File: config.mk
export PLATFORM = sky130hd
export DESIGN_NAME = indexed_vector_stack_store
export DESIGN_NICKNAME = d
export VERILOG_FILES = /design/src/rtl/ivss_pkg.sv /design/src/rtl/indexed_vector_stack_store.sv
export SDC_FILE = /design/constraint.sdc
export NUM_CORES = 1
export LEC_CHECK = 0
export ABC_AREA = 1
export BUFFER_PORTS_ARGS = -buffer_cell sky130_fd_sc_hd__buf_2
export CORE_MARGIN = 3
export CORE_UTILIZATION = 45
export DETAILED_ROUTE_END_ITERATION = 6
export GPL_TIMING_DRIVEN = 0
export PLACE_DENSITY = 0.7
export SYNTH_ARGS = -nofsm -noshare
export SYNTH_HDL_FRONTEND = slang
export SYNTH_SLANG_ARGS = --single-unit
export TNS_END_PERCENT = 1
File: constraint.sdc
create_clock -name clk -period 9 [get_ports clk]
set_input_delay 1.35 -clock clk [delete_from_list [all_inputs] [get_ports clk]]
set_output_delay 1.35 -clock clk [all_outputs]
set_load 0.05 [all_outputs]
File: src/rtl/ivss_pkg.sv
package ivss_pkg;

    localparam int CAPACITY = 16;
    localparam int IDX_W    = (CAPACITY > 1) ? $clog2(CAPACITY) : 1;
    localparam int CNT_W    = $clog2(CAPACITY + 1);
    localparam int CMP_W    = (CNT_W > 4) ? CNT_W : 4;

    localparam int IN_W  = 40;
    localparam int OUT_W = 48;

    localparam logic [2:0] ACT_APPEND = 3'd0;
    localparam logic [2:0] ACT_READ   = 3'd1;
    localparam logic [2:0] ACT_WRITE  = 3'd2;
    localparam logic [2:0] ACT_REMOVE = 3'd3;
    localparam logic [2:0] ACT_FIND   = 3'd4;
    localparam logic [2:0] ACT_POP    = 3'd5;

    localparam logic [2:0] ST_OK       = 3'd0;
    localparam logic [2:0] ST_FULL     = 3'd1;
    localparam logic [2:0] ST_BADPOS   = 3'd2;
    localparam logic [2:0] ST_EMPTY    = 3'd3;
    localparam logic [2:0] ST_NOTFOUND = 3'd4;

endpackage

File: src/rtl/indexed_vector_stack_store.sv
// Channel   Dir  Fields (tdata, low bit first)
// s_*       in   action[2:0], position[6:3], value[38:7], zero[39]
// m_*       out  read_value[31:0], found_index[35:32], fill_count[40:36],
//                status[43:41], zero[47:44]
//
// One request at a time; s_tready is high only while the sequencer is idle.
// Read and pop pass through a read-wait state. Find reads and compares each
// entry from index 0 until a match or the fill count; remove at p moves each
// later entry down one place, all through the single memory port pair.
// The result waits in the output register; a stalled m_tready holds the
// sequencer in its final state. rst_n clears count and control asynchronously.
module indexed_vector_stack_store (
    input  logic                      clk,
    input  logic                      rst_n,
    input  logic                      s_tvalid,
    output logic                      s_tready,
    input  logic [ivss_pkg::IN_W-1:0] s_tdata,   // action, position, value
    output logic                      m_tvalid,
    input  logic                      m_tready,
    output logic [ivss_pkg::OUT_W-1:0] m_tdata   // read_value, found_index,
                                                 // fill_count, status
);
    import ivss_pkg::*;

    localparam logic [2:0] S_IDLE   = 3'd0;
    localparam logic [2:0] S_RDWAIT = 3'd1;
    localparam logic [2:0] S_SH_RD  = 3'd2;
    localparam logic [2:0] S_SH_WR  = 3'd3;
    localparam logic [2:0] S_FD_RD  = 3'd4;
    localparam logic [2:0] S_FD_CMP = 3'd5;
    localparam logic [2:0] S_DONE   = 3'd6;

    logic [2:0]  in_action;
    logic [3:0]  in_pos;
    logic [31:0] in_value;

    logic [2:0]       state_reg, state_next;
    logic [CNT_W-1:0] count_reg, count_next;
    logic [CNT_W-1:0] idx_reg, idx_next;
    logic [CNT_W-1:0] idx_inc;
    logic [31:0]      key_reg;
    logic [31:0]      rdv_reg, rdv_next;
    logic [3:0]       fidx_reg, fidx_next;
    logic [2:0]       status_reg, status_next;
    logic             pos_ok;
    logic             out_load;

    logic              m_tvalid_reg;
    logic [OUT_W-1:0]  m_tdata_reg;

    logic [31:0]      mem [CAPACITY];
    logic [31:0]      rd_data_reg;
    logic             mem_we, mem_re;
    logic [IDX_W-1:0] mem_wa, mem_ra;
    logic [31:0]      mem_wd;

    assign in_action = s_tdata[2:0];
    assign in_pos    = s_tdata[6:3];
    assign in_value  = s_tdata[38:7];

    assign s_tready = (state_reg == S_IDLE);
    assign m_tvalid = m_tvalid_reg;
    assign m_tdata  = m_tdata_reg;

    assign pos_ok  = CMP_W'(in_pos) < CMP_W'(count_reg);
    assign idx_inc = idx_reg + CNT_W'(1);

    always_comb
    begin
        state_next  = state_reg;
        count_next  = count_reg;
        idx_next    = idx_reg;
        rdv_next    = rdv_reg;
        fidx_next   = fidx_reg;
        status_next = status_reg;
        mem_we      = 1'b0;
        mem_wa      = idx_reg[IDX_W-1:0];
        mem_wd      = rd_data_reg;
        mem_re      = 1'b0;
        mem_ra      = idx_reg[IDX_W-1:0];
        out_load    = 1'b0;

        unique case (state_reg)
            S_IDLE:
            begin
                if (s_tvalid)
                begin
                    rdv_next    = '0;
                    fidx_next   = '0;
                    status_next = ST_OK;
                    state_next  = S_DONE;
                    case (in_action)
                        ACT_APPEND:
                        begin
                            if (count_reg >= CNT_W'(CAPACITY))
                                status_next = ST_FULL;
                            else
                            begin
                                mem_we     = 1'b1;
                                mem_wa     = count_reg[IDX_W-1:0];
                                mem_wd     = in_value;
                                count_next = count_reg + CNT_W'(1);
                            end
                        end
                        ACT_READ:
                        begin
                            if (pos_ok)
                            begin
                                mem_re     = 1'b1;
                                mem_ra     = IDX_W'(in_pos);
                                state_next = S_RDWAIT;
                            end
                            else
                                status_next = ST_BADPOS;
                        end
                        ACT_WRITE:
                        begin
                            if (pos_ok)
                            begin
                                mem_we = 1'b1;
                                mem_wa = IDX_W'(in_pos);
                                mem_wd = in_value;
                            end
                            else
                                status_next = ST_BADPOS;
                        end
                        ACT_REMOVE:
                        begin
                            if (pos_ok)
                            begin
                                idx_next   = CNT_W'(in_pos);
                                state_next = S_SH_RD;
                            end
                            else
                                status_next = ST_BADPOS;
                        end
                        ACT_FIND:
                        begin
                            idx_next   = '0;
                            state_next = S_FD_RD;
                        end
                        ACT_POP:
                        begin
                            if (count_reg == '0)
                                status_next = ST_EMPTY;
                            else
                            begin
                                count_next = count_reg - CNT_W'(1);
                                mem_re     = 1'b1;
                                mem_ra     = count_next[IDX_W-1:0];
                                state_next = S_RDWAIT;
                            end
                        end
                        default: ;
                    endcase
                end
            end
            S_RDWAIT:
            begin
                rdv_next   = rd_data_reg;
                state_next = S_DONE;
            end
            S_SH_RD:
            begin
                if (idx_inc < count_reg)
                begin
                    mem_re     = 1'b1;
                    mem_ra     = idx_inc[IDX_W-1:0];
                    state_next = S_SH_WR;
                end
                else
                begin
                    count_next = count_reg - CNT_W'(1);
                    state_next = S_DONE;
                end
            end
            S_SH_WR:
            begin
                mem_we     = 1'b1;
                idx_next   = idx_inc;
                state_next = S_SH_RD;
            end
            S_FD_RD:
            begin
                if (idx_reg < count_reg)
                begin
                    mem_re     = 1'b1;
                    state_next = S_FD_CMP;
                end
                else
                begin
                    status_next = ST_NOTFOUND;
                    state_next  = S_DONE;
                end
            end
            S_FD_CMP:
            begin
                if (rd_data_reg == key_reg)
                begin
                    fidx_next  = 4'(idx_reg);
                    state_next = S_DONE;
                end
                else
                begin
                    idx_next   = idx_inc;
                    state_next = S_FD_RD;
                end
            end
            S_DONE:
            begin
                if (!m_tvalid_reg || m_tready)
                begin
                    out_load   = 1'b1;
                    state_next = S_IDLE;
                end
            end
            default:
                state_next = S_IDLE;
        endcase
    end

    always_ff @(posedge clk or negedge rst_n)
    begin
        if (!rst_n)
        begin
            state_reg    <= S_IDLE;
            count_reg    <= '0;
            m_tvalid_reg <= 1'b0;
        end
        else
        begin
            state_reg <= state_next;
            count_reg <= count_next;
            if (out_load)
                m_tvalid_reg <= 1'b1;
            else if (m_tready)
                m_tvalid_reg <= 1'b0;
        end
    end

    always_ff @(posedge clk)
    begin
        idx_reg    <= idx_next;
        rdv_reg    <= rdv_next;
        fidx_reg   <= fidx_next;
        status_reg <= status_next;
        if (s_tvalid && s_tready)
            key_reg <= in_value;
        if (out_load)
            m_tdata_reg <= {4'b0000, status_reg, 5'(count_reg), fidx_reg, rdv_reg};
    end

    always_ff @(posedge clk)
    begin
        if (mem_we)
            mem[mem_wa] <= mem_wd;
        if (mem_re)
            rd_data_reg <= mem[mem_ra];
    end

    a_count_bound: assert property (@(posedge clk) disable iff (!rst_n)
        count_reg <= CNT_W'(CAPACITY))
        else $error("fill count above capacity");

    a_busy_after_accept: assert property (@(posedge clk) disable iff (!rst_n)
        s_tvalid && s_tready |=> !s_tready)
        else $error("accepted a second request without finishing");

    a_full_status: assert property (@(posedge clk) disable iff (!rst_n)
        m_tvalid && m_tdata[43:41] == ST_FULL |-> m_tdata[40:36] == 5'(CAPACITY))
        else $error("full status with store not full");

    a_done_loads: assert property (@(posedge clk) disable iff (!rst_n)
        state_reg == S_DONE && !m_tvalid_reg |=> m_tvalid_reg && state_reg == S_IDLE)
        else $error("result not loaded into output register");

endmodule

==> out/metrics.csv, run 1 <==
stage,metric,value,unit
placement,Port Buffers,87,
die,Die Width,266,um
placement,Routability Congestion,0.923,
synth,xor and xnor area share after synthesis,0.0106,
worst_setup_path,"slowest stage delay, CP",0.72,ns
synth,post-synthesis compound-gate area fraction,0.0144,
power_and_ir_drop,Max VDD drop,337,uV
synth,Post-Synth Adder-Cell Area,0.00575,
sta,RSZ-0062 raised after global routing,false,
synth,Syn. warnings,0,
die,core area,66500,um^2
finish,Finished Layout Cells,3946,
clock_network,clk slew on worst S/H paths,0.06,ns
worst_hold_path,worst hold stages,0,
power_and_ir_drop,clock share of power,0.225,
clock_network,H-tree levels,3,
global_route,M2 GR Usage,0.396,
clock_network,cts bufs inserted,71,
die,Die ar.,70800,um^2
power_and_ir_drop,Int Power,7.70,mW
clock_network,CTS root buffer,clkbuf_16,
route,routed length per instance,22.3,um
synth,asr flop ratio synth,0.0134,
worst_setup_path,crit start category,primary input,
finish,share of layout cells above drive strength 1,0.140,
run_status,outcome,completed,
sta,WHS,0.415,ns
route,Pre-antenna DRT Iters,6,
synth,top_reg_cell synth,edfxtp_1,
worst_setup_path,crit-path cells,buf_2 > ha_1 > nand2_1 > nand2_1 > nand2_1 > nand3_2 > buf_4 > o21ai_1 > inv_1 > nor2_4 > clkbuf_1 > o21ai_1,
synth,Synth Instances,2832,
synth,"top cells by area, synth","edfxtp_1 65%, nand3_1 7.8%, inv_1 7.2%",
die,Top Ports,94,
synth,Post-Syn Area,30500,um^2
global_route,largest net degree at the start of global routing,36,
worst_setup_path,R2R cell count,12,
global_route,gr usage total,0.247,
global_route,met3 GRT Util,0.0528,
worst_setup_path,r2r endpoint,mem[11][26],
power_and_ir_drop,Reg power frac,0.335,
power_and_ir_drop,Switching Share,0.423,
route,post-DR vias/cell,5.66,
synth,Synth top area share,0.655,
worst_setup_path,Worst setup EP type,flop,
sta,"Hold Vio Cnt, Final",0,
worst_setup_path,"reg-to-reg slack, setup",4.86,ns
synth,most frequent cells after synthesis,"664 x edfxtp_1, 585 x inv_1, 476 x nand3_1",
synth,mux cell area share after synthesis,0,
synth,"Avg Cell Area, Syn",10.8,um^2
worst_hold_path,Hold Startpoint,rdv_reg[30],
synth,sequential fraction of the synthesis area,0.662,
route,Iter 0 DRT Violations,3103,
worst_setup_path,slowest CP cell,clkbuf_1,
worst_setup_path,worst path buffer plus inverter count,4,
clock_network,PostCTS Resize Cnt,0,
clock_network,clk sink count,673,
sta,setup TNS,0,ns
sta,max-slew violations,0,
worst_setup_path,CP arrival,4.44,ns
die,row count,94,
synth,Simple-Gate Fraction of Synth Area,0.202,
clock_network,post-CTS setup buffer count,0,
finish,Largest register FFs,512,
die,DIE HEIGHT,266,um
sta,max-slew headroom at the worst pin,0.0692,
clock_network,clock buffer depth,3,
worst_setup_path,Crit path top cell by count,nand2_1,
global_route,busiest grt layer,met2,
global_route,grt total ovfl,0,
clock_network,TritonCTS clock tree,yes,
worst_hold_path,hold-critical path endpoint,m_tdata[30],
sta,Slew @ Worst Pin,1.39,ns
synth,largest family of logic cells by synthesized area,simple AND/OR/NAND/NOR gates,
worst_hold_path,worst hold path class,flop to flop,
synth,Yosys cell types,43,
power_and_ir_drop,Logic pwr share,0.440,
global_route,vias in the first global route,21700,
finish,Layout area overhead,14.8,%
worst_setup_path,CP Data Required Time,9.16,ns
power_and_ir_drop,Leak,14.5,nW
synth,"area leader, netlist",edfxtp_1,
power_and_ir_drop,P_sw,5.65,mW
clock_network,Clock Latency Late Sink,0.62,ns
clock_network,cts hold-fix bufs,0,
finish,Post-layout nets,3081,
worst_setup_path,Top delay family on crit path,buffers and inverters,
placement,placed insts,3814,
synth,Post-synth EDFFs,664,
synth,synthesis-stage register bit count,673,
sta,Finish-stage setup viols,0,
die,Starting Density,0.458,
placement,HPWL after detailed placement,59400,um
route,Post-Route WL,87900,um
power_and_ir_drop,PD cells,382,nW/um^2
job,MaxCap Viol Count,0,
sta,crit share post-route,0.476,
synth,"count leader, synth",edfxtp_1,
sta,minimum clock period,4.28,ns
global_route,first-pass GRT wire length,131000,um
sta,f_max,0.234,GHz
route,ANT nets after route,0,
worst_setup_path,Reg2Reg Launch Point,count_reg[2],
worst_setup_path,worst-path fanout max,16,
sta,Layout Skew,0.0200,ns
route,Post-route DRC,0,
worst_setup_path,critical path class,primary input to flop,
route,vias after detailed routing,22300,
global_route,initial antenna violation count,1,
global_route,grt met1 use,0.328,
-- power groups by stage --
stage               clock network [mW]  registers [mW]  logic [mW]
floorplan                            0            4.67        3.43
global placement                     0            4.56        5.51
detailed placement                   0            4.54        5.72
CTS                               3.03            4.47        5.76
global route                      3.15            4.50        6.27
finish                            3.00            4.47        5.88
-- metrics by stage --
stage	setup WS, ns	instance area, um^2	power (mW)	util
detailed placement	4.18	32600	10.3	0.491
global placement	2.46	32000	10.1	0.481
floorplan	4.52	30500	8.11	-
CTS	4.78	35000	13.3	0.526
finish	4.72	35000	13.3	0.526
global route	4.56	35000	13.9	0.526
-- worst reg2reg max path, stage by stage (launching register included) --
cell and delay (ns):
dfrtp_1 0.45, inv_1 0.28, ha_1 0.31, nand2_1 0.07, nand2_1 0.06, nand2_1 0.11
nand3_2 0.11, buf_4 0.19, o21ai_1 0.23, inv_1 0.14, nor2_4 0.37, clkbuf_1 0.73
o21ai_1 0.65
-- worst max-delay path by stage --
stage	to	cells past startpoint	startpoint
4_1_cts	mem[10][28]	12	s_tdata[5]
2_1_floorplan	mem[4][0]	11	s_tdata[5]
3_3_place_gp	mem[12][13]	12	s_tvalid
3_5_place_dp	mem[10][28]	12	s_tdata[5]
5_1_grt	mem[8][24]	12	s_tdata[5]
6_report	mem[11][26]	12	s_tdata[5]
-- routing by layer --
metal  up-vias  routed length (um)  share of wire
met5         -                  10        0.00011
met4         2                3730          0.042
met3       260                9930           0.11
met2      1400               40500           0.46
met1     10600               33800           0.38
li1      10000                   -              -
-- cell type report --
cell class	count	area [um^2]
Fill cell	5571	31500
Sequential cell	673	20200
Multi-Input combinational cell	1391	7260
Inverter	597	2250
Clock buffer	89	1930
Tap cell	864	1080
Buffer	174	938
Timing Repair Buffer	115	921
Clock inverter	42	432
Antenna cell	1	2.50
-- cells by family (layout without fill, tap and decap cells) --
| family | count (synthesis) | count (layout) |
|---|---|---|
| compound gates | 78 | 78 |
| xor+xnor | 37 | 37 |
| fa+ha+maj | 14 | 14 |
| buf+inv | 771 | 1017 |
| flops | 673 | 673 |
| other cells | 1 | 5 |
| simple gates | 1258 | 1258 |
-- placed cells by master, fill, tap and decap left out, types with 4 or more instances in the layout --
cell type,synthesis,layout
ha_1,14,14
nand3_2,4,4
nand4_1,264,264
or2_2,4,4
nor2_2,4,4
clkinv_2,0,12
nand3_1,476,476
nor2_1,81,64
nand2_2,3,4
buf_4,18,25
inv_1,585,585
buf_16,0,4
nor3_1,8,8
buf_6,8,10
xnor2_1,29,29
nor2_4,6,23
edfxtp_1,664,664
inv_2,10,10
o21ai_1,30,36
a21oi_1,7,7
nand2_1,398,397
clkbuf_16,0,75
conb_1,1,4
clkinv_1,0,16
buf_2,126,213
clkbuf_1,20,34
buf_12,0,15
dfrtp_1,9,9
bufinv_16,0,9
xor2_1,8,8
o21ai_0,26,18
Power figures use the tool's default switching activity.
==> run 2, diff against run 1 <==
- ABC_AREA: 1 -> 0
- PLACE_DENSITY: 0.7 -> 0.72
- clock period: 9 -> 3.8 ns (I/O delays scaled with it)
==> run 2 against run 1 <==
Clock-buffer cell count decreased by 6. Global-route usage shrank 2.0 points. Highest routed layer is now met4. Critical path depth did not move. Final cell count fell by 25%.
==> out/metrics.csv, run 2 <==
stage,metric,value,unit,change
clock_network,clk sink count,673,,unchanged
power_and_ir_drop,Max VDD drop,462,uV,+37%
route,post-DR vias/cell,5.83,,+3.0%
worst_setup_path,crit start category,flop,,
synth,mux cell area share after synthesis,0.0411,,+0.0411
sta,f_max,0.266,GHz,
worst_setup_path,CP arrival,4.04,ns,-0.40 ns
route,Post-route DRC,0,,unchanged
worst_hold_path,hold-critical path endpoint,key_reg[26],,
job,MaxCap Viol Count,0,,unchanged
power_and_ir_drop,Switching Share,0.373,,-0.0500
synth,Post-Synth Adder-Cell Area,0.00637,,+0.000615
finish,Layout area overhead,17.4,%,
placement,HPWL after detailed placement,47800,um,-20%
clock_network,Clock Latency Late Sink,0.61,ns,about the same
die,core area,60500,um^2,-9.0%
die,row count,90,,-4.3%
worst_setup_path,CP Data Required Time,4.08,ns,-5.08 ns
run_status,outcome,completed,,
synth,Simple-Gate Fraction of Synth Area,0.139,,-0.0630
worst_setup_path,Reg2Reg Launch Point,count_reg[3],,
synth,top_reg_cell synth,edfxtp_1,,
finish,post-route cell area,32300,um^2,-7.6%
synth,"Avg Cell Area, Syn",14.2,um^2,+32%
synth,Post-Syn Area,27500,um^2,-9.7%
clock_network,clk slew on worst S/H paths,0.06,ns,about the same
synth,asr flop ratio synth,0.0134,,unchanged
placement,Port Buffers,88,,+1.1%
synth,"count leader, synth",edfxtp_1,,
die,DIE HEIGHT,253,um,-4.8%
synth,Post-synth EDFFs,664,,unchanged
synth,sequential fraction of the synthesis area,0.733,,+0.0708
sta,minimum clock period,3.75,ns,
power_and_ir_drop,Leak,11.1,nW,-24%
sta,PnR worst setup slack,0.0458,ns,-4.67 ns
clock_network,cts bufs inserted,69,,-2.8%
sta,crit share post-route,0.988,,
power_and_ir_drop,PD cells,855,nW/um^2,+120%
worst_setup_path,"reg-to-reg slack, setup",0.05,ns,-4.81 ns
sta,Finish-stage setup viols,0,,unchanged
power_and_ir_drop,Logic pwr share,0.377,,-0.063
route,Pre-antenna DRT Iters,5,,-1
synth,largest family of logic cells by synthesized area,simple AND/OR/NAND/NOR gates,,
finish,Post-layout nets,2200,,-29%
worst_setup_path,worst-path fanout max,22,,+6
route,Post-Route WL,72700,um,-17%
placement,Post-Place Setup Slack,-1.01,ns,-5.19 ns
worst_hold_path,worst hold path class,primary input to flop,,
worst_setup_path,R2R cell count,12,,unchanged
route,routed length per instance,24.4,um,+9.6%
global_route,initial antenna violation count,1,,unchanged
route,Iter 0 DRT Violations,2103,,-32%
die,Top Ports,94,,unchanged
worst_hold_path,worst hold stages,1,,+1
placement,Routability Congestion,0.865,,-6.3%
synth,"top cells by area, synth","edfxtp_1 72%, nand2_1 5.8%, nand3_1 3.2%",,
sta,Slew @ Worst Pin,1.18,ns,-0.208 ns
finish,Largest register FFs,512,,unchanged
route,ANT nets after route,0,,unchanged
global_route,vias in the first global route,17200,,-21%
synth,Yosys cell types,61,,+42%
clock_network,CTS root buffer,clkbuf_16,,
die,Die Width,253,um,-4.8%
global_route,grt total ovfl,0,,unchanged
placement,DP Area,29500,um^2,-9.5%
power_and_ir_drop,Int Power,17.3,mW,+120%
finish,sequential standard cell area,20200,um^2,about the same
finish,"commonest non-fill, non-tap cells in the layout","664 x edfxtp_1, 420 x nand2_1, 175 x nand3_1",,
clock_network,TritonCTS clock tree,yes,,
die,Starting Density,0.455,,-0.00332
sta,setup TNS,0,ns,unchanged
power_and_ir_drop,clock share of power,0.247,,+0.022
finish,"commonest non-fill, non-tap cell in the layout",edfxtp_1,,
synth,Synth Instances,1936,,-32%
finish,area of the multi-input gates,6990,um^2,-3.7%
sta,RSZ-0062 raised after global routing,true,,
worst_setup_path,Worst setup EP type,flop,,
sta,max-slew violations,0,,unchanged
finish,ANT cells,0,,-1
clock_network,clock buffer depth,3,,unchanged
synth,"area leader, netlist",edfxtp_1,,
finish,share of layout cells above drive strength 1,0.226,,+0.0862
synth,Synth top area share,0.725,,+0.0700
synth,xor and xnor area share after synthesis,0.0137,,+0.00305
worst_setup_path,r2r endpoint,mem[15][9],,
synth,post-synthesis compound-gate area fraction,0.0423,,+0.0278
synth,Syn. warnings,0,,unchanged
sta,max-slew headroom at the worst pin,0.207,,+0.137
global_route,largest net degree at the start of global routing,39,,+8.3%
synth,most frequent cells after synthesis,"664 x edfxtp_1, 424 x nand2_1, 175 x nand3_1",,
die,Die ar.,64100,um^2,-9.4%
route,vias after detailed routing,17300,,-22%
worst_hold_path,Hold Startpoint,s_tdata[33],,
worst_setup_path,critical path class,flop to flop,,
finish,layout filler cell count,4752,,-15%
power_and_ir_drop,P_sw,10.3,mW,+82%
synth,synthesis-stage register bit count,673,,unchanged
power_and_ir_drop,Reg power frac,0.376,,+0.041
global_route,gr usage total,0.227,,-0.0204
sta,Layout Skew,0.0285,ns,+0.00849 ns
finish,post-layout util,0.534,,+0.00784
global_route,first-pass GRT wire length,107000,um,-18%
sta,"Hold Vio Cnt, Final",0,,unchanged
clock_network,H-tree levels,3,,unchanged
run 2: cell types whose count changed after synthesis, moves of 59 or more:
cell     before  now
a21oi_1       7  101
nand3_1     476  175
buf_2       126   34
mux2_2        0   59
nand4_1     264   40
inv_1       585    9
run 2: worst max-delay path by stage:
| stage | startpoint | endpoint | slack (ns) | cells after the start |
|---|---|---|---|---|
| finish | count_reg[3] | mem[15][9] | 0.05 | 12 |
| global route | count_reg[0] | rd_data_reg[1] | -0.14 | 14 |
| CTS | idx_reg[2] | rd_data_reg[17] | -0.15 | 15 |
| detailed placement | s_tdata[4] | mem[12][15] | -1.01 | 11 |
| global placement | s_tdata[4] | mem[14][15] | -3.01 | 10 |
| floorplan | state_reg[0] | mem[8][0] | -0.40 | 9 |
run 2: final cells by class:
| class | count | area share |
|---|---|---|
| Inverter | 12 | 0.00178 |
| Sequential cell | 673 | 0.624 |
| Timing Repair Buffer | 132 | 0.0350 |
| Clock buffer | 83 | 0.0561 |
| Tap cell | 782 | 0.0303 |
| Multi-Input combinational cell | 1142 | 0.216 |
| Buffer | 112 | 0.0221 |
| Clock inverter | 39 | 0.0140 |
run 2: kinds of logic (layout without fill, tap and decap cells):
family | Yosys count | count (layout)
other cells | 1 | 4
compound gates | 190 | 190
simple gates | 790 | 790
mux | 101 | 101
fa+ha+maj | 14 | 14
xor+xnor | 43 | 43
flops | 673 | 673
buf+inv | 124 | 378
run 2: metrics by stage:
stage	power [mW]	instances	hold slack, ns
finish	27.6	2975	0.152
global route	28.8	2975	0.136
CTS	27.4	2966	0.129
detailed placement	20.4	2829	0.405
global placement	20.0	2809	0.400
floorplan	16.9	1939	0.274
run 2: routing by layer:
layer | track usage | share of wire
met1 | 0.311 | 0.40
met2 | 0.357 | 0.46
met3 | 0.0488 | 0.099
met4 | 0.0875 | 0.038
met5 | 0 | 0
run 2: power by group through the flow:
| stage | logic (mW) | registers (mW) | clock network [mW] |
|---|---|---|---|
| 6_report | 10.4 | 10.4 | 6.82 |
| 3_5_place_dp | 9.88 | 10.6 | 0 |
| 3_3_place_gp | 9.42 | 10.6 | 0 |
| 4_1_cts | 10.1 | 10.4 | 6.89 |
| 2_1_floorplan | 6.01 | 10.9 | 0 |
| 5_1_grt | 11.1 | 10.4 | 7.19 |
run 2: worst max-delay path, stage by stage, from the launching register on:
cell       delay [ns]
dfrtp_1          0.34
clkbuf_4         0.20
inv_1            0.13
ha_1             0.27
a2111oi_4        0.34
or3_1            0.16
buf_4            0.18
a31oi_1          0.15
nor2_4           0.40
a31oi_2          0.15
or3_4            0.46
nor2_4           0.38
buf_12           0.27
run 2: what timing repair did:
action | CTS | global route
setup buffers | 14 | 9
setup endpoints to repair | 1018 | 363
pin swaps | 13 | 4
hold buffers | 1 | 0
resized for setup | 45 | 69
gates cloned | 0 | 0
endpoints found under the hold margin | 9 | 0
